[config.mk]
export PLATFORM = sky130hd
export DESIGN_NAME = border_clipped_median_3x3_flat
export DESIGN_NICKNAME = d
export VERILOG_FILES = /design/src/bcm3_pkg.sv /design/src/bcm3_pix_if.sv /design/src/bcm3_med_if.sv /design/src/bcm3_cfg_if.sv /design/src/bcm3_border.sv /design/src/bcm3_rank_select.sv /design/src/border_clipped_median_3x3.sv /design/src/flat_wrapper.sv
export SDC_FILE = /design/constraint.sdc
export NUM_CORES = 1
export LEC_CHECK = 0
export BUFFER_PORTS_ARGS = -buffer_cell sky130_fd_sc_hd__buf_4
export CORE_MARGIN = 3
export CORE_UTILIZATION = 55
export CTS_BUF_LIST = sky130_fd_sc_hd__clkbuf_2 sky130_fd_sc_hd__clkbuf_4 sky130_fd_sc_hd__clkbuf_8
export CTS_CLUSTER_DIAMETER = 120
export DETAILED_ROUTE_END_ITERATION = 8
export GPL_ROUTABILITY_DRIVEN = 0
export HOLD_SLACK_MARGIN = 0.12
export PLACE_DENSITY_LB_ADDON = 0.15
export SYNTH_ARGS = -nofsm -noshare
export SYNTH_HDL_FRONTEND = slang
export SYNTH_HIERARCHICAL = 1
export SYNTH_SLANG_ARGS = --single-unit
[constraint.sdc]
create_clock -name clk -period 14.1 [get_ports clk]
set_clock_uncertainty 0.05 [all_clocks]
set_input_delay 2.115 -clock clk [delete_from_list [all_inputs] [get_ports clk]]
set_output_delay 2.115 -clock clk [all_outputs]
set_load 0.03 [all_outputs]
[src/bcm3_pkg.sv]
// ============================================================================
// bcm3_pkg - shared types and constants for the border-clipped 3x3 median
// Field widths, window layout, configuration register indexes, reset values.
// ============================================================================
package bcm3_pkg;

  localparam int PIX_W  = 8;   // window pixel width
  localparam int POS_W  = 12;  // centre column / row width
  localparam int CFG_W  = 13;  // image width / height register width
  localparam int WIN_N  = 9;   // pixels in a full window
  localparam int RANK_W = 4;   // rank of one pixel inside the window, 0..8

  typedef logic [PIX_W-1:0]  pix_t;
  typedef logic [POS_W-1:0]  pos_t;
  typedef logic [CFG_W-1:0]  side_t;
  typedef logic [RANK_W-1:0] rank_t;

  // Window slot order: row-major, top-left first.
  typedef pix_t [WIN_N-1:0] window_t;

  // Configuration register indexes.
  typedef enum logic [0:0] {
    CFG_IMAGE_WIDTH  = 1'b0,
    CFG_IMAGE_HEIGHT = 1'b1
  } cfg_index_t;

  localparam side_t IMAGE_WIDTH_RST  = side_t'(256);
  localparam side_t IMAGE_HEIGHT_RST = side_t'(256);

  // Which window slots take part and which two ranks bound the middle.
  typedef struct packed {
    logic [WIN_N-1:0] used;
    rank_t            rank_lo;
    rank_t            rank_hi;
  } win_sel_t;

endpackage

[src/bcm3_pix_if.sv]
// ============================================================================
// bcm3_pix_if - window input channel
// Carries the nine window pixels and the centre position with valid/ready.
// ============================================================================
interface bcm3_pix_if;
  import bcm3_pkg::*;

  logic valid;
  logic ready;
  pix_t pix_up_left;
  pix_t pix_up;
  pix_t pix_up_right;
  pix_t pix_left;
  pix_t pix_centre;
  pix_t pix_right;
  pix_t pix_down_left;
  pix_t pix_down;
  pix_t pix_down_right;
  pos_t centre_column;
  pos_t centre_row;

  modport source (
    output valid, pix_up_left, pix_up, pix_up_right, pix_left, pix_centre,
           pix_right, pix_down_left, pix_down, pix_down_right,
           centre_column, centre_row,
    input  ready
  );

  modport sink (
    input  valid, pix_up_left, pix_up, pix_up_right, pix_left, pix_centre,
           pix_right, pix_down_left, pix_down, pix_down_right,
           centre_column, centre_row,
    output ready
  );

endinterface

[src/bcm3_med_if.sv]
// ============================================================================
// bcm3_med_if - median result channel
// Carries one filtered pixel with valid/ready.
// ============================================================================
interface bcm3_med_if;
  import bcm3_pkg::*;

  logic valid;
  logic ready;
  pix_t median_value;

  modport source (output valid, median_value, input ready);
  modport sink   (input valid, median_value, output ready);

endinterface

[src/bcm3_cfg_if.sv]
// ============================================================================
// bcm3_cfg_if - configuration write channel
// Carries a register index and write data with valid/ready.
// ============================================================================
interface bcm3_cfg_if;
  import bcm3_pkg::*;

  logic       valid;
  logic       ready;
  cfg_index_t index;
  side_t      data;

  modport source (output valid, index, data, input ready);
  modport sink   (input valid, index, data, output ready);

endinterface

[src/bcm3_border.sv]
// ============================================================================
// bcm3_border - border classification
// Marks the window slots inside the image and picks the middle ranks.
// ============================================================================
module bcm3_border #(
  parameter int MAX_SIDE = 4096
) (
  input  bcm3_pkg::pos_t     centre_column,
  input  bcm3_pkg::pos_t     centre_row,
  input  bcm3_pkg::side_t    image_width,
  input  bcm3_pkg::side_t    image_height,
  output bcm3_pkg::win_sel_t sel
);
  import bcm3_pkg::*;

  localparam int SIDE_W = (CFG_W > $clog2(MAX_SIDE + 1)) ? CFG_W : $clog2(MAX_SIDE + 1);
  localparam logic [SIDE_W-1:0] MAX_SIDE_V = SIDE_W'(MAX_SIDE);

  logic [SIDE_W-1:0] eff_width;
  logic [SIDE_W-1:0] eff_height;
  logic              col_first;
  logic              row_first;
  logic              col_last;
  logic              row_last;
  logic [2:0]        col_en;
  logic [2:0]        row_en;

  // Clamp oversized dimensions.
  assign eff_width  = (SIDE_W'(image_width) > MAX_SIDE_V) ? MAX_SIDE_V
                                                          : SIDE_W'(image_width);
  assign eff_height = (SIDE_W'(image_height) > MAX_SIDE_V) ? MAX_SIDE_V
                                                           : SIDE_W'(image_height);

  assign col_first = (centre_column == '0);
  assign row_first = (centre_row == '0);
  assign col_last  = ((SIDE_W'(centre_column) + SIDE_W'(1)) == eff_width);
  assign row_last  = ((SIDE_W'(centre_row) + SIDE_W'(1)) == eff_height);

  // Left / top edge wins over right / bottom edge.
  assign col_en = {col_first | ~col_last, 1'b1, ~col_first};
  assign row_en = {row_first | ~row_last, 1'b1, ~row_first};

  always_comb begin
    for (int r = 0; r < 3; r++) begin
      for (int c = 0; c < 3; c++) begin
        sel.used[r * 3 + c] = row_en[r] & col_en[c];
      end
    end
    // Nine samples: middle rank 4; six: ranks 2 and 3; four: ranks 1 and 2.
    unique case ({&row_en, &col_en})
      2'b11: begin
        sel.rank_lo = rank_t'(4);
        sel.rank_hi = rank_t'(4);
      end
      2'b10, 2'b01: begin
        sel.rank_lo = rank_t'(2);
        sel.rank_hi = rank_t'(3);
      end
      default: begin
        sel.rank_lo = rank_t'(1);
        sel.rank_hi = rank_t'(2);
      end
    endcase
  end

endmodule

[src/bcm3_rank_select.sv]
// ============================================================================
// bcm3_rank_select - rank-based median selection
// Ranks the used window pixels and averages the two middle ones.
// ============================================================================
module bcm3_rank_select (
  input  bcm3_pkg::window_t  win,
  input  bcm3_pkg::win_sel_t sel,
  output bcm3_pkg::pix_t     median
);
  import bcm3_pkg::*;

  rank_t        rank [WIN_N];
  pix_t         lo_val;
  pix_t         hi_val;
  logic [PIX_W:0] sum;

  // Rank = number of used pixels ordered ahead; ties broken by slot index.
  always_comb begin
    for (int i = 0; i < WIN_N; i++) begin
      rank[i] = '0;
      for (int j = 0; j < WIN_N; j++) begin
        if (j != i && sel.used[j] &&
            (win[j] < win[i] || (win[j] == win[i] && j < i))) begin
          rank[i] = rank[i] + rank_t'(1);
        end
      end
    end
  end

  // Used ranks form a permutation, so exactly one slot matches each rank.
  always_comb begin
    lo_val = '0;
    hi_val = '0;
    for (int i = 0; i < WIN_N; i++) begin
      if (sel.used[i] && rank[i] == sel.rank_lo) begin
        lo_val = lo_val | win[i];
      end
      if (sel.used[i] && rank[i] == sel.rank_hi) begin
        hi_val = hi_val | win[i];
      end
    end
  end

  assign sum    = {1'b0, lo_val} + {1'b0, hi_val};
  assign median = sum[PIX_W:1];

endmodule

[src/border_clipped_median_3x3.sv]
// ============================================================================
// border_clipped_median_3x3 - 3x3 median filter clipped at the image border
// Median of the in-image window pixels, mean of the middle pair when even.
// ============================================================================
// Takes one item per clock while the result side is not stalled and returns
// one median per item, in order, through the input register, then the
// result register. The rate is set by the combinational rank network: 72
// pixel compares feed nine rank counters, and the two middle ranks are
// picked and averaged before the result register. Corner centres use four
// samples, edge centres six and interior centres nine; column 0 and row 0
// win over the right and bottom edges, and image_width / image_height above
// MAX_SIDE act as MAX_SIDE. Configuration writes are always taken and must
// be made while the block holds no item.
// ============================================================================
module border_clipped_median_3x3 #(
  parameter int MAX_SIDE = 4096
) (
  input  logic        clk,
  input  logic        rst,
  bcm3_cfg_if.sink    cfg_in,
  bcm3_pix_if.sink    pix_in,
  bcm3_med_if.source  med_out
);
  import bcm3_pkg::*;

  // Configuration registers.
  side_t    image_width;
  side_t    image_height;

  // Input register stage.
  logic     s1_valid;
  window_t  s1_win;
  pos_t     s1_col;
  pos_t     s1_row;

  // Result register stage.
  logic     out_valid;
  pix_t     median_value;

  logic     out_load;
  logic     out_free;
  win_sel_t sel;
  pix_t     median_next;

  // ---------------------------------------------------------------------------
  // Configuration: always ready, write the addressed register.
  // ---------------------------------------------------------------------------
  assign cfg_in.ready = 1'b1;

  always_ff @(posedge clk) begin
    if (rst) begin
      image_width  <= IMAGE_WIDTH_RST;
      image_height <= IMAGE_HEIGHT_RST;
    end else if (cfg_in.valid) begin
      unique case (cfg_in.index)
        CFG_IMAGE_WIDTH:  image_width  <= cfg_in.data;
        CFG_IMAGE_HEIGHT: image_height <= cfg_in.data;
      endcase
    end
  end

  // ---------------------------------------------------------------------------
  // Handshake: the result register frees when empty or taken; the input
  // register advances whenever the result register frees, so a waiting
  // result still leaves room for one more item.
  // ---------------------------------------------------------------------------
  assign out_free     = ~out_valid | med_out.ready;
  assign out_load     = s1_valid & out_free;
  assign pix_in.ready = ~s1_valid | out_free;

  always_ff @(posedge clk) begin
    if (rst) begin
      s1_valid  <= 1'b0;
      out_valid <= 1'b0;
    end else begin
      if (pix_in.ready) begin
        s1_valid <= pix_in.valid;
      end
      if (out_free) begin
        out_valid <= s1_valid;
      end
    end
  end

  // Capture the window, row-major from top-left.
  always_ff @(posedge clk) begin
    if (pix_in.valid && pix_in.ready) begin
      s1_win <= {pix_in.pix_down_right, pix_in.pix_down, pix_in.pix_down_left,
                 pix_in.pix_right, pix_in.pix_centre, pix_in.pix_left,
                 pix_in.pix_up_right, pix_in.pix_up, pix_in.pix_up_left};
      s1_col <= pix_in.centre_column;
      s1_row <= pix_in.centre_row;
    end
  end

  // ---------------------------------------------------------------------------
  // Median datapath between the two registers.
  // ---------------------------------------------------------------------------
  bcm3_border #(
    .MAX_SIDE (MAX_SIDE)
  ) u_border (
    .centre_column (s1_col),
    .centre_row    (s1_row),
    .image_width   (image_width),
    .image_height  (image_height),
    .sel           (sel)
  );

  bcm3_rank_select u_rank_select (
    .win    (s1_win),
    .sel    (sel),
    .median (median_next)
  );

  // Hold the result until taken.
  always_ff @(posedge clk) begin
    if (out_load) begin
      median_value <= median_next;
    end
  end

  assign med_out.valid        = out_valid;
  assign med_out.median_value = median_value;

`ifndef SYNTHESIS
  // An accepted item always lands in the input register.
  a_accept_lands: assert property (@(posedge clk) disable iff (rst)
    pix_in.valid && pix_in.ready |=> s1_valid)
    else $error("accepted item not held in input register");

  // A held item is not lost while the result side is stalled.
  a_s1_holds: assert property (@(posedge clk) disable iff (rst)
    s1_valid && !out_free |=> s1_valid && $stable(s1_col) && $stable(s1_row))
    else $error("input register lost an item under stall");

  // The window always clips to four, six or nine samples.
  a_sample_count: assert property (@(posedge clk) disable iff (rst)
    s1_valid |-> ($countones(sel.used) == 4 || $countones(sel.used) == 6 ||
                  $countones(sel.used) == 9))
    else $error("bad sample count");

  // The upper middle rank is half the sample count.
  a_mid_rank: assert property (@(posedge clk) disable iff (rst)
    s1_valid |-> (32'(sel.rank_hi) == ($countones(sel.used) / 2)))
    else $error("middle rank does not match sample count");
`endif

endmodule
[src/flat_wrapper.sv]
// flat-port wrapper written by rule: the top's interface ports become plain ports
module border_clipped_median_3x3_flat import bcm3_pkg::*;
#(
  parameter int MAX_SIDE = 4096
)
  (clk, rst, cfg_in_valid, cfg_in_index, cfg_in_data, cfg_in_ready, pix_in_valid, pix_in_pix_up_left, pix_in_pix_up, pix_in_pix_up_right, pix_in_pix_left, pix_in_pix_centre, pix_in_pix_right, pix_in_pix_down_left, pix_in_pix_down, pix_in_pix_down_right, pix_in_centre_column, pix_in_centre_row, pix_in_ready, med_out_valid, med_out_median_value, med_out_ready);
  bcm3_cfg_if cfg_in_i ();
  bcm3_pix_if pix_in_i ();
  bcm3_med_if med_out_i ();
  input  logic clk;
  input  logic rst;
  input wire logic [$bits(cfg_in_i.valid)-1:0] cfg_in_valid;
  input wire logic [$bits(cfg_in_i.index)-1:0] cfg_in_index;
  input wire logic [$bits(cfg_in_i.data)-1:0] cfg_in_data;
  output wire logic [$bits(cfg_in_i.ready)-1:0] cfg_in_ready;
  input wire logic [$bits(pix_in_i.valid)-1:0] pix_in_valid;
  input wire logic [$bits(pix_in_i.pix_up_left)-1:0] pix_in_pix_up_left;
  input wire logic [$bits(pix_in_i.pix_up)-1:0] pix_in_pix_up;
  input wire logic [$bits(pix_in_i.pix_up_right)-1:0] pix_in_pix_up_right;
  input wire logic [$bits(pix_in_i.pix_left)-1:0] pix_in_pix_left;
  input wire logic [$bits(pix_in_i.pix_centre)-1:0] pix_in_pix_centre;
  input wire logic [$bits(pix_in_i.pix_right)-1:0] pix_in_pix_right;
  input wire logic [$bits(pix_in_i.pix_down_left)-1:0] pix_in_pix_down_left;
  input wire logic [$bits(pix_in_i.pix_down)-1:0] pix_in_pix_down;
  input wire logic [$bits(pix_in_i.pix_down_right)-1:0] pix_in_pix_down_right;
  input wire logic [$bits(pix_in_i.centre_column)-1:0] pix_in_centre_column;
  input wire logic [$bits(pix_in_i.centre_row)-1:0] pix_in_centre_row;
  output wire logic [$bits(pix_in_i.ready)-1:0] pix_in_ready;
  output wire logic [$bits(med_out_i.valid)-1:0] med_out_valid;
  output wire logic [$bits(med_out_i.median_value)-1:0] med_out_median_value;
  input wire logic [$bits(med_out_i.ready)-1:0] med_out_ready;
  assign cfg_in_i.valid = cfg_in_valid;
  assign cfg_in_i.index = cfg_in_index;
  assign cfg_in_i.data = cfg_in_data;
  assign cfg_in_ready = cfg_in_i.ready;
  assign pix_in_i.valid = pix_in_valid;
  assign pix_in_i.pix_up_left = pix_in_pix_up_left;
  assign pix_in_i.pix_up = pix_in_pix_up;
  assign pix_in_i.pix_up_right = pix_in_pix_up_right;
  assign pix_in_i.pix_left = pix_in_pix_left;
  assign pix_in_i.pix_centre = pix_in_pix_centre;
  assign pix_in_i.pix_right = pix_in_pix_right;
  assign pix_in_i.pix_down_left = pix_in_pix_down_left;
  assign pix_in_i.pix_down = pix_in_pix_down;
  assign pix_in_i.pix_down_right = pix_in_pix_down_right;
  assign pix_in_i.centre_column = pix_in_centre_column;
  assign pix_in_i.centre_row = pix_in_centre_row;
  assign pix_in_ready = pix_in_i.ready;
  assign med_out_valid = med_out_i.valid;
  assign med_out_median_value = med_out_i.median_value;
  assign med_out_i.ready = med_out_ready;
  border_clipped_median_3x3 #(.MAX_SIDE(MAX_SIDE)) u_core (.clk(clk), .rst(rst), .cfg_in(cfg_in_i), .pix_in(pix_in_i), .med_out(med_out_i));
endmodule
; Yosys cells after proc, flatten, opt, wreduce, memory -nomap -nowiden
; Cells that the tools add are included.
; W data, S select, Z words.
[op_classes]
n_addsub = 66
n_reduce_logical = 124
muxes = 93
bitwise_logic = 32
eq_ne = 59
n_lt_le_gt_ge = 74
[op_table]
columns = cell, n
row1 = $lt A8 B8 Y1, 72
row2 = $eq A8 B8 Y1, 36
row3 = $mux W4, 63
row4 = $add A4 B1 Y4 const B, 54
row5 = $mux W8, 18
row6 = $or A8 B8 Y8, 16
row7 = $logic_and A1 B1 Y1, 81
row8 = $eq A4 B4 Y1, 18
row9 = $logic_or A1 B1 Y1, 36
row10 = $add A12 B1 Y13 const B, 2
row11 = $eq A13 B13 Y1, 2
row12 = $gt A13 B13 Y1 const B, 2
row13 = $mux W13, 2
row14 = $logic_not A12 Y1, 2
row15 = $add A1 B1 Y2 const B, 9
row16 = $pmux W7 S2, 1
row17 = $add A8 B8 Y9, 1
row18 = $mux W1, 9
row19 = $reduce_and A2 Y1, 4
row20 = $not A1 Y1, 7
row21 = $and A1 B1 Y1, 5
row22 = $eq A2 B2 Y1 const B, 2
row23 = $or A1 B1 Y1, 4
row24 = $eq A2 B1 Y1 const B, 1
row25 = $reduce_or A2 Y1, 1
[word_totals]
register_bits = 132

; Logic depth before layout (Yosys ltp)
[logic_depth]
word_depth = 40
depth_mapped = 52
depth_no_buf = 52

; Cells and area by module
; The synthesis kept the hierarchy.
[by_module_without_submodules]
columns = mod, area_per_inst_um2, cells_per_inst, n_inst, seq_area_each_um2
row1 = bcm3_rank_select, 14587.7, 1887, 1, 0.0
row2 = border_clipped_median_3x3, 4296.6, 218, 1, 3683.5
row3 = bcm3_border, 1336.3, 194, 1, 0.0

; Worst setup path after synthesis
; Ideal clock, no wire load.
[synth_timing]
kind = reg-to-reg
startpoint = reg u_core.s1_col[0]
endpoint = reg u_core.median_value[7] (netlist: u_core/med_out.median_value[7]), data pin
slack_ns = 4.876
stages_incl_launch_ff = 48
setup_ns = 0.257
arrival_ns = 8.918
synth_period_minus_slack_ns = 9.224
cell_sequence = edfxtp_1 > ha_1 > or2_2 > o211ai_1 > a21oi_1 > a211o_1 > nor4_1 > and3_1 > a21oi_1 > buf_2 > buf_1 > nand2_1 > inv_1 > ha_1 > xor2_1 > inv_1 > ha_1 > a22o_1 > [... 12 more ...] > o211ai_1 > a311oi_1 > o2111ai_1 > a211oi_2 > a221o_1 > a221o_2 > or3b_2 > o32ai_1 > a21oi_1 > fa_1 > a21oi_1 > nor2_1 > nor2_1 > o21bai_1 > a21oi_1 > nor2b_1 > o21ai_0 > nand2b_1
[synth_rtl]
columns = element, line_no
row1 = start: declaration, border_clipped_median_3x3.sv:33  ; pos_t s1_col;
row2 = start signal: assignment, border_clipped_median_3x3.sv:91  ; s1_col <= pix_in.centre_column;
row3 = end signal: assignment, border_clipped_median_3x3.sv:118  ; median_value <= median_next;
row4 = end: declaration, border_clipped_median_3x3.sv:38  ; pix_t median_value;

==> summary.md <==
| Metric | Value |
|---|---|
| Clk_lat worst skew | about 510 ps |
| Vias | roughly 20000 |
| Hold path startpoint | u_core/s1_valid$_SDFFE_PP0P_ |
| CP startpoint kind | flip-flop |
| Routed wire per std cell | 24.6 um |
| NumNets Final | between 2000 and 3000 |
| CP Launch Point | u_core/s1_col[0]$_DFFE_PP_ |
| Synth area leaders | ha_1 22%, edfxtp_1 15%, xnor2_1 5.9%, a21oi_1 3.1%, nand2_1 3.0% |
| Lkg Pwr | just under 10 nW |
| Port Buffers | ~120 |
| Synth top area share | 22.4% |
| CP Capture Type | flip-flop |
| Fin. max-slew vios | 0 |
| Synth warnings | 6 |
| Max incr delay on CP | 480 ps |
| CP top delay family | compound AO/OA/AOI/OAI gates |
| FP Rows | 69 |
| CTS tree | done |
| Initial antenna violation count | 0 |
| Yosys top cell by area | ha_1 |
| Met3 usage | 9.36% |
| Most common flop cell mapped by yosys | edfxtp_1 |
| CTS root buffer | clkbuf_8 |
| HPWL Detailed | about 55000 um |
| Flip-flop and latch area | roughly 3700 um2 |
| Slew @ Worst Pin | around 1300 ps |
| Post-CTS Hold Fix Bufs | 0 |
| Met2 Track Usage GR | a little under three fifths |
| Max VDD drop | approximately 0.12 mV |
| Post-synth EDFFs | 104 |
| MaxCap Viol Count | 0 |
| Antenna Cells | 0 |
| Fill cells | 3107 |
| Vias in the first global route | 18900 |
| Cell area after synthesis | 20200 um2 |
| Die area | between 30000 and 40000 um2 |
| Largest net degree at the start of global routing | slightly above 60 |
| Htree depth | 4 |
| Non-filler cells, final | about 2900 |
| Arr. time, crit path | roughly 11000 ps |
| Final hold violations | 0 |
| Final setup viols | 0 |
| TritonCTS Sinks | 132 |
| Total congestion overflow | 0 |
| Failing checks | DRC |
| Post-route ant nets | 0 |
| CP Max Fanout | 16 |
| Number of CTS-inserted buffers | 17 |
| IO Count | 126 |
| Commonest non-fill, non-tap cells in the layout | 362 x ha_1, 163 x nand2_1, 149 x inv_1 |
| WL final | around 71000 um |
| DP Cell Count | around 2800 |
| Layout area overhead | 8.41% |
| Worst setup margin | roughly 3700 ps |
| Clk slew on worst S/H paths | 80 ps |
| GR Util met1 | a little over two fifths |
| Period minus WS final | roughly 10000 ps |
| Slew headroom | 9.95% |
| Die H | 198 um |
| Async SR Flop Fraction | 0% |
| Drt drc | 147 |
| Pwr dens | 148 nW/um2 |
| Overall Power | between 3 and 4 mW |
| Unrepaired setup endpoints after global routing | false |
| Starting Density | a little under three fifths |
| FF-to-FF Start | u_core/s1_col[0]$_DFFE_PP_ |
| Gr busiest metal | met2 |
| Core Footprint | 35900 um2 |
| Yosys reg bits | about 130 |
| Die width | 198 um |
| CP required | between 10000 and 15000 ps |
| Fmax | between 90 and 100 MHz |
| Post-Syn Area per Cell | slightly below 9 um2 |
| Most used cell, CP | ha_1 |
| Number of DRC markers in iteration 0 | 2579 |
| First-pass iteration count of the detailed router | 9 |
| Hold/Removal Path Class | flip-flop to flip-flop |
| First-pass GRT wire length | approximately 110000 um |
| Most common cell after layout, fill and taps aside | ha_1 |
| Final Cycle Share | between 70% and 80% |
| Multi-input gate area | 15700 um2 |
| Vias/cell | 6.84 |
| Setup TNS | 0 ps |
| Worst hold slack | approximately 430 ps |
| Synth Instances | ~2300 |
| Status | finished, violations left |
| CP max stage cell | or3b_2 |
| Netlist cell types | 131 |
| Tot GR Track Use | 35.3% |
| Setup Crit Path Kind | flip-flop to flip-flop |
| Layout cell share with drive strength beyond 1 | a little under an eighth |
| Max clock buf depth | 2 |
| Setup bufs post-CTS | 0 |
| Post-synthesis sequential area ratio | about 18% |
| Crit path buf inv count | 4 |
| Post-CTS sizing | 0 |
| Dpl ws | slightly below 4000 ps |
power by group:
part           switching (mW)  internal, mW  total (mW)
Clock                   0.166         0.127       0.294
Sequential             0.0585         0.485       0.543
Combinational            1.37          1.03        2.40
kinds of logic (layout without fill, tap and decap cells):
group / count (synthesis) / count (layout) / synth area share, %
buffers and inverters: 207 / 322 / 4.20
muxes: 45 / 45 / 2.26
adders and majority gates: 364 / 364 / 22.5
other: 3 / 4 / 0.0557
xor gates and xnor gates: 217 / 217 / 11.5
DFF: 132 / 132 / 18.2
AOI/OAI and AO/OA: 571 / 571 / 20.3
and+or+nand+nor: 760 / 760 / 21.0
cell type report:
cell class              instances  share of cell area [%]
multi-input cells            1961                    71.7
flip-flops and latches        132                    16.8
repair buffers                136                    4.66
inverters                     154                    2.64
well taps                     461                    2.63
clock buffers                  19                    1.14
clock inverters                13                   0.468
cells in the mapped netlist (all sizes together), types with 6 or more instances:
| cell type | instances |
|---|---|
| mux2i | 39 |
| o31ai | 15 |
| a31oi | 22 |
| nand2 | 163 |
| nor2 | 96 |
| nor2b | 53 |
| o21a | 34 |
| nor3 | 61 |
| a21o | 35 |
| inv | 152 |
| and2 | 28 |
| nor3b | 12 |
| xor2 | 50 |
| a21boi | 6 |
| xnor2 | 144 |
| ha | 362 |
| nor4 | 23 |
| nand2b | 67 |
| xnor3 | 19 |
| or3 | 16 |
| or2 | 16 |
| o22ai | 9 |
| buf | 22 |
| o211a | 10 |
| a221oi | 16 |
| clkbuf | 30 |
| nor4b | 14 |
| and4 | 21 |
| nand3 | 78 |
| o21ai | 95 |
| a211o | 7 |
| o2111ai | 6 |
| o32ai | 6 |
| dfxtp | 28 |
| and3 | 29 |
| o211ai | 44 |
| a21oi | 131 |
| edfxtp | 104 |
| nand3b | 7 |
| a211oi | 25 |
| a222oi | 28 |
| o31a | 7 |
| mux2 | 6 |
| a2111oi | 8 |
| nand4 | 56 |
final timing paths:
path	end	slack (ps)	cells after the start
worst max-delay path	u_core/med_out.median_value[7]$_DFFE_PP_	3710	46
worst min-delay path	u_core/med_out.valid$_SDFFE_PP0P_	430	2
worst max register to register	u_core/med_out.median_value[7]$_DFFE_PP_	3710	46
worst min register to register	u_core/med_out.valid$_SDFFE_PP0P_	430	2
tightest hold or removal path, delay by kind of cell (launching register included):
kind	cells	cell delay, ps
DFF	1	330
buffers and inverters	1	50
AOI/OAI and AO/OA	1	60
metal layers:
metal  wire length, um  vias to the layer above
li1                  -                     8949
met1             27100                     9193
met2             30100                     1166
met3              7830                      374
met4              5490                        2
met5                64                        -
stage by stage:
stage	utilization, %	cell area (um2)
final	61.0	21900
after global routing	61.0	21900
after CTS	61.0	21900
after detailed placement	60.1	21600
after global placement	60.1	21600
after floorplan	-	20200
registers in the layout (all words and copies together), names as in the netlist:
| name | cells |
|---|---|
| u_core/s1_row | 12 |
| u_core/image_height | 13 |
| u_core/s1_col | 12 |
| u_core/med_out.valid | 1 |
| u_core/s1_win | 72 |
| u_core/s1_valid | 1 |
| u_core/med_out.median_value | 8 |
| u_core/image_width | 13 |
Power figures use the tool's default switching activity.
